==> src/rtl/npke_pkg.sv <==
// ----------------------------------------------------------------------------
// npke_pkg
// Types, codes and constants shared by the base packing and k-mer blocks.
// ----------------------------------------------------------------------------
package npke_pkg;

	localparam int BASES_PER_WORD  = 32;
	localparam int MAX_WORDS_DEF   = 1024;
	localparam int KMER_LEN_W      = 6;
	localparam logic [KMER_LEN_W-1:0] KMER_LEN_RESET = 6'd31;
	localparam logic [KMER_LEN_W-1:0] KMER_LEN_MAX   = 6'd32;
	localparam logic [15:0] GC_MAX = 16'hFFFF;

	localparam logic [1:0] CODE_A = 2'h0;
	localparam logic [1:0] CODE_C = 2'h1;
	localparam logic [1:0] CODE_G = 2'h2;
	localparam logic [1:0] CODE_T = 2'h3;

	typedef enum logic [1:0] {
		OP_APPEND = 2'd0,
		OP_FLUSH  = 2'd1,
		OP_QUERY  = 2'd2,
		OP_CLEAR  = 2'd3
	} op_t;

	typedef enum logic [2:0] {
		S_IDLE,
		S_EXEC,
		S_RD_LO,
		S_RD_HI,
		S_DONE
	} state_t;

	typedef struct packed {
		logic take;
		logic exec;
		logic rd_hi;
		logic finish;
		logic drain;
		logic load_out;
	} cmd_t;

	typedef struct packed {
		logic query_ok;
		logic out_free;
	} sts_t;

	function automatic logic [1:0] base_code(input logic [7:0] ch);
		logic [7:0] lc;
		lc = ch | 8'h20;
		case (lc)
			8'h63:   base_code = CODE_C;
			8'h67:   base_code = CODE_G;
			8'h74:   base_code = CODE_T;
			default: base_code = CODE_A;
		endcase
	endfunction

	function automatic logic is_gc(input logic [7:0] ch);
		logic [7:0] lc;
		lc = ch | 8'h20;
		is_gc = (lc == 8'h63) || (lc == 8'h67);
	endfunction

endpackage

==> src/rtl/npke_ctrl.sv <==
// ----------------------------------------------------------------------------
// npke_ctrl
// Sequencer: accept an item, execute it, run the one or two word reads of a
// query, and hand the result to the output register.
// ----------------------------------------------------------------------------
module npke_ctrl
	import npke_pkg::*;
(
	input  logic clk,
	input  logic arst_n,
	input  logic in_valid,
	output logic in_ready,
	input  sts_t sts,
	output cmd_t cmd
);

	state_t state_q;
	state_t state_d;

	always_ff @(posedge clk or negedge arst_n) begin
		if (!arst_n) begin
			state_q <= S_IDLE;
		end else begin
			state_q <= state_d;
		end
	end

	always_comb begin
		state_d = state_q;
		case (state_q)
			S_IDLE: begin
				if (in_valid) state_d = S_EXEC;
			end
			S_EXEC: begin
				if (sts.query_ok) state_d = S_RD_LO;
				else if (sts.out_free) state_d = S_IDLE;
				else state_d = S_DONE;
			end
			S_RD_LO: state_d = S_RD_HI;
			S_RD_HI: begin
				if (sts.out_free) state_d = S_IDLE;
				else state_d = S_DONE;
			end
			S_DONE: begin
				if (sts.out_free) state_d = S_IDLE;
			end
			default: state_d = S_IDLE;
		endcase
	end

	always_comb begin
		cmd      = '0;
		in_ready = 1'b0;
		case (state_q)
			S_IDLE: begin
				in_ready = 1'b1;
				cmd.take = in_valid;
			end
			S_EXEC: begin
				cmd.exec     = 1'b1;
				cmd.load_out = !sts.query_ok && sts.out_free;
			end
			S_RD_LO: cmd.rd_hi = 1'b1;
			S_RD_HI: begin
				cmd.finish   = 1'b1;
				cmd.load_out = sts.out_free;
			end
			S_DONE: begin
				cmd.drain    = 1'b1;
				cmd.load_out = sts.out_free;
			end
			default: cmd = '0;
		endcase
	end

endmodule

==> config.mk <==
export PLATFORM = sky130hd
export DESIGN_NAME = npke_ctrl
export DESIGN_NICKNAME = d
export VERILOG_FILES = /design/src/rtl/npke_pkg.sv /design/src/rtl/npke_ctrl.sv
export SDC_FILE = /design/constraint.sdc
export NUM_CORES = 1
export LEC_CHECK = 0
export ABC_AREA = 1
export BUFFER_PORTS_ARGS = -buffer_cell sky130_fd_sc_hd__buf_4
export CAP_MARGIN = 20
export CORE_AREA = 2 2 39 41
export CTS_BUF_LIST = sky130_fd_sc_hd__clkbuf_4
export DETAILED_ROUTE_END_ITERATION = 8
export DIE_AREA = 0 0 41 43
export GPL_TIMING_DRIVEN = 0
export SYNTH_ARGS = -nofsm -noshare
export SYNTH_HDL_FRONTEND = slang
export SYNTH_SLANG_ARGS = --single-unit
export TNS_END_PERCENT = 1
==> constraint.sdc <==
create_clock -name clk -period 2.23 [get_ports clk]
set_input_delay 0 -clock clk [delete_from_list [all_inputs] [get_ports clk]]
set_output_delay 0 -clock clk [all_outputs]
set_load 0.02 [all_outputs]
==> results.yml <==
status:
  outcome: "complete, no violations"
synth:
  synth_area_leaders: "dfrtp_1 (38%), inv_1 (11%), nand2_1 (11%)"
  synthCells: 30
  yosysWarnings: 0
  synth_ff_type: "dfrtp_1"
  synthDominantCellAreaShare: 0.380
  ys_ff_latch: 3
  avgSynthCellArea_um2: 6.59
  synth-edff-count: 0
  synth_common_cells: "inv_1 (6), nand2_1 (6)"
  synth-async-reset-ratio: 1.00
  synth_area_um2: 198
  syn-num-nets: 35
  ys_seq_area_frac: 0.380
  yosysUniqueCellTypes: 11
  yosysTopAreaCell: "dfrtp_1"
critical_path:
  crit_required_ns: 2.23
  reg2reg_from: "state_q[0]"
  path_max_fanout: 4
  critical_path_class: "reg -> out"
  setup.worst_path.start: "state_q[0]"
  arrival_ns: 1.19
  critPathLaunchType: "register"
  endpoint_kind: "output port"
cts:
  cts-resized-gates: 0
  htreeDepth: 1
  cts_setup_buffers: 0
  cts.sinks: 3
  clockBufferDepth: 2
  cts_tree: "yes"
  clkTransAtPathRegs_ns: 0.04
  cts_hold_buf: 2
  ctsRootBufferMaster: "clkbuf_4"
  cts_buffers: 3
  clk_latency_ns: 0.23
detailed_routing:
  post_drt_wl_per_cell_um: 7.17
  drt_first_iter_violations: 2
  drc: 0
  wl_um: 452
  vias: 226
  first_pass_iters: 2
  detail-route-antenna-nets: 0
  vias_per_cell: 3.59
timing:
  rsz0062_at_grt: "no"
  fin_crit_ns: 1.19
  fmaxAchievable_mhz: 840
  clock_skew_ns: 0.00323
  slew_headroom: 0.878
  hold_viol_final: 0
  setup_tns_ns: 0
  worst_pin_slew_ns: 0.183
  whs_ns: 0.0371
  drv_slew: 0
  setup_ws_ns: 1.04
  final-setup-viol-count: 0
  min_period_over_period: 0.534
cells_and_area:
  fin_area_um2: 350
  seq_area_um2: 75.1
  largest_register_ffs: 3
  drive_gt1_frac: 0.468
  largestRegisters: "state_q (3)"
  nNetsFinal: 53
  fillers: 151
  top_register: "state_q"
  area_delta_synth_final_pct: 77.2
  final_util: 0.253
  multi_input_area_um2: 88.8
  stdcell_count: 63
  antennaDiodeCount: 0
floorplan:
  ios: 12
  coreArea_um2: 1380
  start_util: 0.143
  die_x_um: 41
  die_height_um: 43
  rows: 14
  die_area_um2: 1760
global_route:
  grt_pass1_vias: 211
  use_met3: 0.0314
  grt_pass1_wl_um: 793
  gr-total-overflow: 0
  use_met1: 0.0777
  antenna_found_initial: 0
  busiest_layer: "met2"
  met2_usage: 0.0969
  grt_max_degree: 6
  track_usage: 0.0734
placed_design:
  placed_cell_area_um2: 300
  port_buffers: 11
  dp_cells: 57
  dp_slack_ns: 1.28
  gp_congestion: 0.678
  dp_hpwl_um: 370
power_and_ir_drop:
  power.density_nw_per_um2: 1410
  finalPower_mw: 0.496
  leakage_nw: 0.208
  peakVddDrop_mv: 0.287
hold_path:
  hp-class: "in -> reg"
  min_from: "sts[1]"
run:
  cap_violations: 0
## layout by cell type, fill, tap and decap left out, types with 2 or more instances in the layout
cell type / n
buf_4: 11
nand2_1: 6
nand3_1: 3
dlygate4sd3_1: 2
nor2_2: 3
nor2_1: 2
dfrtp_1: 3
clkbuf_4: 4
inv_2: 3
inv_1: 6
## per-layer routing
layer,share of wire,vias up
met4,0,0
met1,0.40,95
met2,0.51,7
met3,0.086,0
li1,-,124
met5,0,-
## worst max-delay path: stages (launching register included)
cell and delay (ns):
dfrtp_1 0.40, nor2_2 0.18, nand2_1 0.10, a21oi_2 0.13, buf_4 0.14
## cell families (layout without fill, tap and decap cells)
logic type,count (synthesis),in the layout,share of synthesized area
buf+inv,9,26,0.171
simple gates,15,15,0.348
flops,3,3,0.380
compound gates,3,3,0.101
## report_power, final
part           internal, mW  total [mW]  switching (mW)
combinational         0.116       0.288           0.172
sequential           0.0770       0.100          0.0232
clock                0.0792       0.108          0.0284
total                 0.272       0.496           0.224
## final cells by class
class,instances,area share
clock buffer,4,0.0857
timing repair buffer,13,0.293
multi-input combinational,18,0.254
sequential,3,0.214
tap,16,0.0571
inverter,9,0.0964
## worst paths after layout
kind | cells after the start | slack (ns) | endpoint
worst max-delay path | 4 | 1.04 | cmd[0]
worst min-delay path | 3 | 0.04 | state_q[1]
worst max register to register | 4 | 1.31 | state_q[0]
worst min register to register | 2 | 0.62 | state_q[1]
max in group asynchronous | 2 | 2.05 | state_q[2]
min in group asynchronous | 2 | 0.08 | state_q[0]
(Power assumes the default switching activity.)
